`src/hdl/mkpts_pkg.sv`:
```
`default_nettype none
package mkpts_pkg;

	// slot table size and derived widths
	localparam int SLOTS  = 8;
	localparam int SLOT_W = (SLOTS > 1) ? $clog2(SLOTS) : 1;
	localparam int CMP_W  = (SLOT_W > 3) ? SLOT_W : 3;
	localparam int CNT_W  = SLOT_W;

	// fixed field widths
	localparam int CMD_W   = 2;
	localparam int INS_W   = 3;
	localparam int TIME_W  = 16;
	localparam int BURST_W = 8;
	localparam int PRIO_W  = 8;
	localparam int NEED_W  = TIME_W + 1;
	localparam int TOTAL_W = 20;
	localparam int POL_W   = 2;

	localparam logic [TOTAL_W-1:0] TOTAL_MAX = {TOTAL_W{1'b1}};
	localparam logic [TIME_W-1:0]  TIME_MAX  = {TIME_W{1'b1}};

	// commands
	localparam logic [CMD_W-1:0] CMD_LOAD    = 2'd0;
	localparam logic [CMD_W-1:0] CMD_TICK    = 2'd1;
	localparam logic [CMD_W-1:0] CMD_RESTART = 2'd2;

	// selection policies
	localparam logic [POL_W-1:0] POL_ARRIVAL = 2'd0;
	localparam logic [POL_W-1:0] POL_BURST   = 2'd1;
	localparam logic [POL_W-1:0] POL_PRIO    = 2'd2;

	// configuration register indexes
	localparam logic REG_POLICY  = 1'b0;
	localparam logic REG_PREEMPT = 1'b1;

	typedef enum logic [1:0] {
		ST_IDLE,
		ST_SCAN,
		ST_APPLY,
		ST_REPORT
	} state_t;

	// candidate handed from cell to cell during the minimum scan
	typedef struct packed {
		logic              valid;
		logic              forced;
		logic [TIME_W-1:0] key;
		logic [SLOT_W-1:0] idx;
		logic [NEED_W-1:0] need;
		logic              last;
	} cand_t;

	// slot write and update strobes from the sequencer
	typedef struct packed {
		logic               we;
		logic               restart;
		logic               dec;
		logic [TIME_W-1:0]  arrival;
		logic [BURST_W-1:0] burst;
		logic [PRIO_W-1:0]  prio;
	} slot_ctl_t;

	// scan context shared by every cell
	typedef struct packed {
		logic [POL_W-1:0]  policy;
		logic              force_en;
		logic [SLOT_W-1:0] run_slot;
		logic [TIME_W-1:0] now;
	} scan_ctl_t;

endpackage
`default_nettype wire

```
`src/hdl/mkpts_cell.sv`:
```
`default_nettype none
module mkpts_cell (
	input  wire logic                   clk,
	input  wire logic                   arst_n,
	input  wire logic [mkpts_pkg::SLOT_W-1:0] idx,
	input  wire mkpts_pkg::slot_ctl_t   ctl,
	input  wire mkpts_pkg::scan_ctl_t   scan,
	input  wire mkpts_pkg::cand_t       cand_in,
	output mkpts_pkg::cand_t            cand_out,
	output logic                        busy
);

	logic [mkpts_pkg::TIME_W-1:0]  arrive_q;
	logic [mkpts_pkg::BURST_W-1:0] orig_q;
	logic [mkpts_pkg::BURST_W-1:0] left_q;
	logic [mkpts_pkg::PRIO_W-1:0]  prio_q;
	mkpts_pkg::cand_t              cand_q;

	logic [mkpts_pkg::TIME_W-1:0] key;
	logic                         force_here;
	logic                         eligible;
	mkpts_pkg::cand_t             mine;
	mkpts_pkg::cand_t             cand_d;

	assign busy = (left_q != '0);

	// slot state
	always_ff @(posedge clk or negedge arst_n) begin
		if (!arst_n) begin
			arrive_q <= '0;
			orig_q   <= '0;
			left_q   <= '0;
			prio_q   <= '0;
		end else if (ctl.we) begin
			arrive_q <= ctl.arrival;
			orig_q   <= ctl.burst;
			left_q   <= ctl.burst;
			prio_q   <= ctl.prio;
		end else if (ctl.restart) begin
			left_q <= orig_q;
		end else if (ctl.dec) begin
			left_q <= left_q - 1'b1;
		end
	end

	// selection key
	always_comb begin
		case (scan.policy)
			mkpts_pkg::POL_BURST: key = {{(mkpts_pkg::TIME_W-mkpts_pkg::BURST_W){1'b0}}, left_q};
			mkpts_pkg::POL_PRIO:  key = {{(mkpts_pkg::TIME_W-mkpts_pkg::PRIO_W){1'b0}}, prio_q};
			default:              key = arrive_q;
		endcase
	end

	// this slot as a candidate
	assign force_here = scan.force_en && (scan.run_slot == idx) && busy;
	assign eligible   = force_here || ((scan.now >= arrive_q) && busy);

	always_comb begin
		mine.valid  = eligible;
		mine.forced = force_here;
		mine.key    = key;
		mine.idx    = idx;
		mine.need   = {1'b0, arrive_q} + {{(mkpts_pkg::NEED_W-mkpts_pkg::BURST_W){1'b0}}, orig_q};
		mine.last   = (left_q == {{(mkpts_pkg::BURST_W-1){1'b0}}, 1'b1});
	end

	// running minimum, strict compare keeps the lower slot on ties
	always_comb begin
		cand_d = cand_in;
		if (!cand_in.forced) begin
			if (force_here) begin
				cand_d = mine;
			end else if (eligible && (!cand_in.valid || (key < cand_in.key))) begin
				cand_d = mine;
			end
		end
	end

	always_ff @(posedge clk or negedge arst_n) begin
		if (!arst_n) begin
			cand_q <= '0;
		end else begin
			cand_q <= cand_d;
		end
	end

	assign cand_out = cand_q;

endmodule
`default_nettype wire

```
`src/hdl/min_key_process_tick_scheduler_top.sv`:
```
`default_nettype none
// channel | signals                              | direction
// input   | in_valid, in_stall, cmd..prio        | item in, in_stall driven here
// output  | out_valid, out_stall, ran_slot..now  | result out, out_stall from sink
// config  | cfg_valid, cfg_ready, cfg_index/data | register write, always ready
//
// load, restart and unused commands go from the input transfer through the apply and
// report states to the output register; a tick first passes the scan state, where the
// minimum scan walks the cell row. one item is in flight at a time; the next is taken
// the cycle after the result is registered, while that result may still wait under
// out_stall.
// reset clears the slot table, time, wait total and running job at once.
module min_key_process_tick_scheduler_top (
	input  wire logic        clk,
	input  wire logic        arst_n,
	input  wire logic        in_valid,
	output logic             in_stall,
	input  wire logic [1:0]  cmd,
	input  wire logic [2:0]  slot,
	input  wire logic [15:0] arrival,
	input  wire logic [7:0]  burst,
	input  wire logic [7:0]  prio,
	output logic             out_valid,
	input  wire logic        out_stall,
	output logic [2:0]       ran_slot,
	output logic             idle,
	output logic             all_done,
	output logic             finished,
	output logic [15:0]      slot_wait,
	output logic [19:0]      total_wait,
	output logic [15:0]      now,
	input  wire logic        cfg_valid,
	output logic             cfg_ready,
	input  wire logic        cfg_index,
	input  wire logic [1:0]  cfg_data
);

	mkpts_pkg::state_t state_q, state_d;
	logic [mkpts_pkg::CNT_W-1:0] cnt_q;

	// configuration
	logic [mkpts_pkg::POL_W-1:0] policy_q;
	logic                        preempt_q;

	// captured item
	logic [mkpts_pkg::CMD_W-1:0]   cmd_q;
	logic [mkpts_pkg::INS_W-1:0]   slot_q;
	logic [mkpts_pkg::TIME_W-1:0]  arrival_q;
	logic [mkpts_pkg::BURST_W-1:0] burst_q;
	logic [mkpts_pkg::PRIO_W-1:0]  prio_q;

	// scheduler state
	logic [mkpts_pkg::TIME_W-1:0]  clock_q;
	logic [mkpts_pkg::TOTAL_W-1:0] sum_q;
	logic [mkpts_pkg::SLOT_W-1:0]  run_slot_q;
	logic                          run_valid_q;

	// per-item results
	logic [mkpts_pkg::SLOT_W-1:0] res_ran_q;
	logic                         res_idle_q;
	logic                         res_fin_q;
	logic [mkpts_pkg::TIME_W-1:0] res_wait_q;

	// output register
	logic                          out_valid_q;
	logic [2:0]                    o_ran_q;
	logic                          o_idle_q;
	logic                          o_done_q;
	logic                          o_fin_q;
	logic [mkpts_pkg::TIME_W-1:0]  o_wait_q;
	logic [mkpts_pkg::TOTAL_W-1:0] o_total_q;
	logic [mkpts_pkg::TIME_W-1:0]  o_now_q;

	mkpts_pkg::cand_t     chain [mkpts_pkg::SLOTS+1];
	mkpts_pkg::slot_ctl_t ctl   [mkpts_pkg::SLOTS];
	mkpts_pkg::scan_ctl_t scan;
	logic [mkpts_pkg::SLOTS-1:0] busy;

	mkpts_pkg::cand_t pick;
	logic in_xfer, out_xfer, out_free;
	logic apply, report, any_work, tick_run;
	logic load_ok;
	logic [mkpts_pkg::CMP_W-1:0]  slot_ext;
	logic [mkpts_pkg::TIME_W-1:0] clock_inc;
	logic [mkpts_pkg::NEED_W-1:0] clock_ext;
	logic [mkpts_pkg::TOTAL_W:0]  sum_add;
	logic [mkpts_pkg::TOTAL_W-1:0] sum_next;

	assign in_stall  = (state_q != mkpts_pkg::ST_IDLE);
	assign in_xfer   = in_valid && !in_stall;
	assign out_valid = out_valid_q;
	assign out_xfer  = out_valid_q && !out_stall;
	assign out_free  = !out_valid_q || !out_stall;
	assign cfg_ready = 1'b1;

	assign apply  = (state_q == mkpts_pkg::ST_APPLY);
	assign report = (state_q == mkpts_pkg::ST_REPORT) && out_free;

	// configuration writes
	always_ff @(posedge clk or negedge arst_n) begin
		if (!arst_n) begin
			policy_q  <= mkpts_pkg::POL_ARRIVAL;
			preempt_q <= 1'b0;
		end else if (cfg_valid && cfg_ready) begin
			unique case (cfg_index)
				mkpts_pkg::REG_POLICY:  policy_q  <= cfg_data;
				mkpts_pkg::REG_PREEMPT: preempt_q <= cfg_data[0];
				default: ;
			endcase
		end
	end

	// sequencer state register
	always_ff @(posedge clk or negedge arst_n) begin
		if (!arst_n) begin
			state_q <= mkpts_pkg::ST_IDLE;
			cnt_q   <= '0;
		end else begin
			state_q <= state_d;
			if (state_q == mkpts_pkg::ST_SCAN) begin
				cnt_q <= cnt_q + 1'b1;
			end else begin
				cnt_q <= '0;
			end
		end
	end

	// next state
	always_comb begin
		state_d = state_q;
		unique case (state_q)
			mkpts_pkg::ST_IDLE: begin
				if (in_xfer) begin
					state_d = (cmd == mkpts_pkg::CMD_TICK) ? mkpts_pkg::ST_SCAN
					                                       : mkpts_pkg::ST_APPLY;
				end
			end
			mkpts_pkg::ST_SCAN: begin
				if (cnt_q == mkpts_pkg::CNT_W'(mkpts_pkg::SLOTS - 1)) begin
					state_d = mkpts_pkg::ST_APPLY;
				end
			end
			mkpts_pkg::ST_APPLY: begin
				state_d = mkpts_pkg::ST_REPORT;
			end
			mkpts_pkg::ST_REPORT: begin
				if (out_free) begin
					state_d = mkpts_pkg::ST_IDLE;
				end
			end
			default: state_d = mkpts_pkg::ST_IDLE;
		endcase
	end

	// item capture
	always_ff @(posedge clk) begin
		if (in_xfer) begin
			cmd_q     <= cmd;
			slot_q    <= slot;
			arrival_q <= arrival;
			burst_q   <= burst;
			prio_q    <= prio;
		end
	end

	// scan context and cell row
	assign scan.policy   = policy_q;
	assign scan.force_en = !preempt_q && run_valid_q;
	assign scan.run_slot = run_slot_q;
	assign scan.now      = clock_q;
	assign chain[0]      = '0;
	assign pick          = chain[mkpts_pkg::SLOTS];

	assign any_work = |busy;
	assign tick_run = apply && (cmd_q == mkpts_pkg::CMD_TICK) && any_work && pick.valid;
	assign slot_ext = mkpts_pkg::CMP_W'(slot_q);
	assign load_ok  = apply && (cmd_q == mkpts_pkg::CMD_LOAD) &&
	                  ({1'b0, slot_ext} < (mkpts_pkg::CMP_W+1)'(mkpts_pkg::SLOTS));

	for (genvar i = 0; i < mkpts_pkg::SLOTS; i++) begin : g_cell
		always_comb begin
			ctl[i].we      = load_ok && (slot_ext == mkpts_pkg::CMP_W'(i));
			ctl[i].restart = apply && (cmd_q == mkpts_pkg::CMD_RESTART);
			ctl[i].dec     = tick_run && (pick.idx == mkpts_pkg::SLOT_W'(i));
			ctl[i].arrival = arrival_q;
			ctl[i].burst   = burst_q;
			ctl[i].prio    = prio_q;
		end

		mkpts_cell u_cell (
			.clk      (clk),
			.arst_n   (arst_n),
			.idx      (mkpts_pkg::SLOT_W'(i)),
			.ctl      (ctl[i]),
			.scan     (scan),
			.cand_in  (chain[i]),
			.cand_out (chain[i+1]),
			.busy     (busy[i])
		);
	end

	// time after the tick and wait of a finishing slot
	assign clock_inc = (clock_q != mkpts_pkg::TIME_MAX) ? clock_q + 1'b1 : clock_q;
	assign clock_ext = {1'b0, clock_inc};

	// apply the item to time, running job and per-item results
	always_ff @(posedge clk or negedge arst_n) begin
		if (!arst_n) begin
			clock_q     <= '0;
			run_slot_q  <= '0;
			run_valid_q <= 1'b0;
		end else if (apply) begin
			case (cmd_q)
				mkpts_pkg::CMD_LOAD: begin
					if (load_ok && run_valid_q &&
					    (slot_ext == mkpts_pkg::CMP_W'(run_slot_q))) begin
						run_valid_q <= 1'b0;
					end
				end
				mkpts_pkg::CMD_RESTART: begin
					clock_q     <= '0;
					run_slot_q  <= '0;
					run_valid_q <= 1'b0;
				end
				mkpts_pkg::CMD_TICK: begin
					if (any_work) begin
						clock_q <= clock_inc;
						if (!pick.valid) begin
							run_valid_q <= 1'b0;
						end else begin
							run_slot_q  <= pick.idx;
							run_valid_q <= !pick.last;
						end
					end
				end
				default: ;
			endcase
		end
	end

	always_ff @(posedge clk) begin
		if (apply) begin
			res_ran_q  <= tick_run ? pick.idx : '0;
			res_idle_q <= (cmd_q == mkpts_pkg::CMD_TICK) && !(any_work && pick.valid);
			res_fin_q  <= tick_run && pick.last;
			if (tick_run && pick.last && (clock_ext > pick.need)) begin
				res_wait_q <= mkpts_pkg::TIME_W'(clock_ext - pick.need);
			end else begin
				res_wait_q <= '0;
			end
		end
	end

	// saturating wait total
	assign sum_add  = {1'b0, sum_q} + {{(mkpts_pkg::TOTAL_W+1-mkpts_pkg::TIME_W){1'b0}}, res_wait_q};
	assign sum_next = sum_add[mkpts_pkg::TOTAL_W] ? mkpts_pkg::TOTAL_MAX
	                                              : sum_add[mkpts_pkg::TOTAL_W-1:0];

	always_ff @(posedge clk or negedge arst_n) begin
		if (!arst_n) begin
			sum_q <= '0;
		end else if (apply && (cmd_q == mkpts_pkg::CMD_RESTART)) begin
			sum_q <= '0;
		end else if (report) begin
			sum_q <= sum_next;
		end
	end

	// output register
	always_ff @(posedge clk or negedge arst_n) begin
		if (!arst_n) begin
			out_valid_q <= 1'b0;
		end else if (report) begin
			out_valid_q <= 1'b1;
		end else if (out_xfer) begin
			out_valid_q <= 1'b0;
		end
	end

	always_ff @(posedge clk) begin
		if (report) begin
			o_ran_q   <= 3'(res_ran_q);
			o_idle_q  <= res_idle_q;
			o_done_q  <= !any_work;
			o_fin_q   <= res_fin_q;
			o_wait_q  <= res_wait_q;
			o_total_q <= sum_next;
			o_now_q   <= clock_q;
		end
	end

	assign ran_slot   = o_ran_q;
	assign idle       = o_idle_q;
	assign all_done   = o_done_q;
	assign finished   = o_fin_q;
	assign slot_wait  = o_wait_q;
	assign total_wait = o_total_q;
	assign now        = o_now_q;

endmodule
`default_nettype wire
```
`config.mk`:
```
export PLATFORM = sky130hd
export DESIGN_NAME = min_key_process_tick_scheduler_top
export DESIGN_NICKNAME = d
export VERILOG_FILES = /design/src/hdl/mkpts_pkg.sv /design/src/hdl/mkpts_cell.sv /design/src/hdl/min_key_process_tick_scheduler_top.sv
export SDC_FILE = /design/constraint.sdc
export NUM_CORES = 2
export LEC_CHECK = 0
export BUFFER_PORTS_ARGS = -buffer_cell sky130_fd_sc_hd__buf_2
export CAP_MARGIN = 20
export CORE_MARGIN = 2
export CORE_UTILIZATION = 40
export DETAILED_ROUTE_END_ITERATION = 10
export GPL_TIMING_DRIVEN = 0
export PLACE_DENSITY = 0.68
export SKIP_LAST_GASP = 1
export SYNTH_ARGS = -nofsm -noshare
export SYNTH_HDL_FRONTEND = slang
export SYNTH_SLANG_ARGS = --single-unit
```
`constraint.sdc`:
```
create_clock -name clk -period 4.6 [get_ports clk]
set_clock_uncertainty 0.1 [all_clocks]
set_input_delay 0.92 -clock clk [delete_from_list [all_inputs] [get_ports clk]]
set_output_delay 0.92 -clock clk [all_outputs]
set_load 0.005 [all_outputs]
```
==> flow_summary.json <==
{
  "wl_per_cell_um": 22.5,
  "synthArstFlopShare_pct": 85.0,
  "rr_worst_depth": 16,
  "rrSetupSlack_ns": 0.07,
  "via_per_inst": 5.56,
  "cp.required_ns": 5.04,
  "worst_ir_drop_vdd_uv": 328,
  "fillCellCount": 9926,
  "max_slew_margin_pct": 14.4,
  "start_util_pct": 40.2,
  "synth.area.top_cells": "dfrtp_1 38%, ha_1 11%, edfxtp_1 8.1%, nand2_1 6.0%, mux2_2 5.7%",
  "critPathMaxFanout": 10,
  "first_pass_iters": 6,
  "synth_flop_cell": "dfrtp_1",
  "cp-start-kind": "flop",
  "hold_class": "input port to async pin",
  "synth_edf_count": 116,
  "grt_max_degree": 123,
  "synth_cell_types": 85,
  "final_core_util_pct": 46.1,
  "io_buffers": 104,
  "post-place-cells": 5881,
  "nNetsFinal": 5000,
  "rsz0062_at_grt": "yes",
  "ys_seq_area_share_pct": 46.5,
  "fin_total_pwr_mw": 30.5,
  "min_period_ns": 4.53,
  "cts_tree": "built",
  "cts.htree.levels": 3,
  "cts_buffers": 87,
  "end_kind": "flop",
  "post-place-ws_ns": -2.60,
  "yosysWarnings": 0,
  "syn_nets": 4779,
  "drive_gt1_share_pct": 14.6,
  "final_area_mm2": 0.0491,
  "cts_root_buffer": "clkbuf_16",
  "grt-ovfl-total": 0,
  "post-route-period-util_pct": 98.5,
  "drv_slew": 0,
  "cap_violations": 0,
  "fin_cells": 6058,
  "grt_use_total_pct": 24.5,
  "cellPowerDensity_mw_per_mm2": 621,
  "grt_pass1_vias": 34100,
  "num_vias": 33700,
  "fmax_mhz": 221,
  "hold_viol": 0,
  "synth_top_area_share_pct": 38.4,
  "fin_hold_ws_ns": 0.142,
  "clk_pin_slew_ns": 0.06,
  "rows": 120,
  "cts_buffer_depth": 3,
  "drc_errors": 0,
  "io_pins": 106,
  "gp_congestion": 0.986,
  "core_area_mm2": 0.107,
  "syn_inst": 4362,
  "die_w_um": 331,
  "die_area_mm2": 0.110,
  "setup_viol": 0,
  "setup_slack_ns": 0.0700,
  "synthToLayoutAreaGrowth_pct": 14.6,
  "antenna_found_initial": 2,
  "die_y_um": 331,
  "criticalPathCategory": "flop to flop",
  "dp_hpwl_um": 105000,
  "leakagePower_nw": 22.7,
  "ys_seq_elements": 773,
  "yosysTopAreaCell": "dfrtp_1",
  "wirelength_um": 136000,
  "drt_iter0_drc": 2955,
  "netlist_area_mm2": 0.0428,
  "setup_tns_ns": 0,
  "postRouteAntennaNets": 0,
  "cts.sinks": 773,
  "insertion_delay_ns": 0.68,
  "tightest_slew_ns": 1.28,
  "avgSynthCellArea_um2": 9.82,
  "dpl-instance-area_mm2": 0.0454,
  "reg2reg_from": "policy_q[0]$_DFFE_PN0P_",
  "arrival_ns": 4.97,
  "status": "finished, final reports clean",
  "grt_pass1_wl_um": 205000,
  "regToRegEndpoint": "g_cell[5].u_cell.cand_out[35]$_DFF_PN0_"
}
[how the worst max path moves through the flow]
stage / from / endpoint / slack (ns) / cells after the start
after floorplan: clock_q[1]$_DFFE_PN0P_ / res_wait_q[12]$_SDFFCE_PN0P_ / 0.30 / 17
after global placement: arst_n / g_cell[0].u_cell.arrive_q[15]$_DFFE_PN0P_ / -11.66 / 1
after detailed placement: policy_q[0]$_DFFE_PN0P_ / g_cell[7].u_cell.cand_out[12]$_DFF_PN0_ / -2.60 / 17
after CTS: policy_q[0]$_DFFE_PN0P_ / g_cell[1].u_cell.cand_out[24]$_DFF_PN0_ / -0.02 / 17
after global routing: policy_q[0]$_DFFE_PN0P_ / g_cell[3].u_cell.cand_out[25]$_DFF_PN0_ / -0.07 / 16
final: policy_q[0]$_DFFE_PN0P_ / g_cell[5].u_cell.cand_out[35]$_DFF_PN0_ / 0.07 / 16
[flip-flops by register name, indices dropped and copies added (netlist names), 2 cells and up]
register and count:
g_cell.u_cell.cand_out 288, g_cell.u_cell.arrive_q 128, g_cell.u_cell.left_q 64, g_cell.u_cell.orig_q 64, g_cell.u_cell.prio_q 64, sum_q 20
total_wait 20, arrival_q 16, clock_q 16, now 16, res_wait_q 16, slot_wait 16
burst_q 8, prio_q 8, cnt_q 3, ran_slot 3, res_ran_q 3, run_slot_q 3
slot_ext 3, cmd_q 2, policy_q 2, state_q 2
[metal layers]
| layer | global-route usage (%) | share of wire, % | up-vias |
|---|---|---|---|
| met3 | 3.68 | 6.3 | 334 |
| met2 | 41.0 | 47 | 1234 |
| met5 | 0 | 0 | - |
| li1 | - | - | 15600 |
| met4 | 14.0 | 6.2 | 0 |
| met1 | 30.3 | 40 | 16500 |
[layout by cell type, fill, tap and decap left out, types with 54 or more instances in the layout]
cell,n
nand2_1,685
dfrtp_1,642
ha_1,359
inv_1,325
o21ai_0,248
nor2_1,246
mux2_2,215
a21oi_1,198
xnor2_1,150
clkbuf_1,126
buf_2,125
edfxtp_1,116
clkbuf_16,90
and2_1,76
nand3_1,74
nor3_1,72
a21o_1,70
nand2b_1,55
o211ai_1,54
[critical path: stages, from the launching register on]
cell and delay, ns:
dfrtp_1 0.41, inv_1 0.13, ha_4 0.33, buf_2 0.35, buf_6 0.27, a221oi_4 0.12
a21oi_1 0.23, ha_1 0.29, a21oi_1 0.13, nor2b_1 0.07, a2111oi_2 0.33, o21ai_1 0.21
a221oi_2 0.38, o21ai_2 0.13, a41o_2 0.37, buf_4 0.22, mux2_2 0.30
[final cells by class]
type / instances / area, µm² / area share, %
multi-input cells: 3064 / 21300 / 43.4
inverters: 325 / 1220 / 2.48
diodes: 2 / 5.00 / 0.0102
clock inverters: 39 / 435 / 0.887
repair buffers: 135 / 912 / 1.86
flip-flops and latches: 773 / 20000 / 40.7
plain buffers: 197 / 1010 / 2.06
clock buffers: 120 / 2480 / 5.06
well taps: 1403 / 1760 / 3.58
[power breakdown]
group | switching, mW | internal, mW
clock network | 2.99 | 4.14
registers | 1.67 | 9.14
logic | 7.35 | 5.21
total | 12.0 | 18.5
[cells by family (layout without fill, tap and decap cells)]
group	count (synthesis)	in the layout	share of synthesized area, %
AND/OR/NAND/NOR	1394	1394	14.7
AO/OA/AOI/OAI	883	884	13.1
flip-flops	773	773	46.5
buffers and inverters	526	816	4.86
adder cells (fa/ha/maj)	372	372	11.0
multiplexers	232	232	6.06
XOR/XNOR	181	181	3.70
other	1	3	0.00875
[what timing repair did]
action                     4_1_cts  5_1_grt
buffers inserted                10        8
resized for setup              109       87
pin swaps                        1        5
cloned                           0        1
hold buffers                     0        0
setup endpoints to repair      258      197
[synth_stat cells (all sizes together) (11+ instances only)]
master,n
a211oi,33
a21o,70
a21oi,201
a221oi,64
a22oi,13
a31oi,48
and2,77
and3,22
buf,46
clkbuf,155
dfrtp,657
edfxtp,116
ha,362
inv,325
mux2,220
mux2i,12
nand2,688
nand2b,55
nand3,75
nand4,28
nor2,246
nor2b,44
nor3,73
nor4,27
o211ai,55
o21a,26
o21ai,266
o21bai,13
o31ai,12
or2,15
or3,11
xnor2,150
xor2,31
Power figures use the tool's default switching activity.
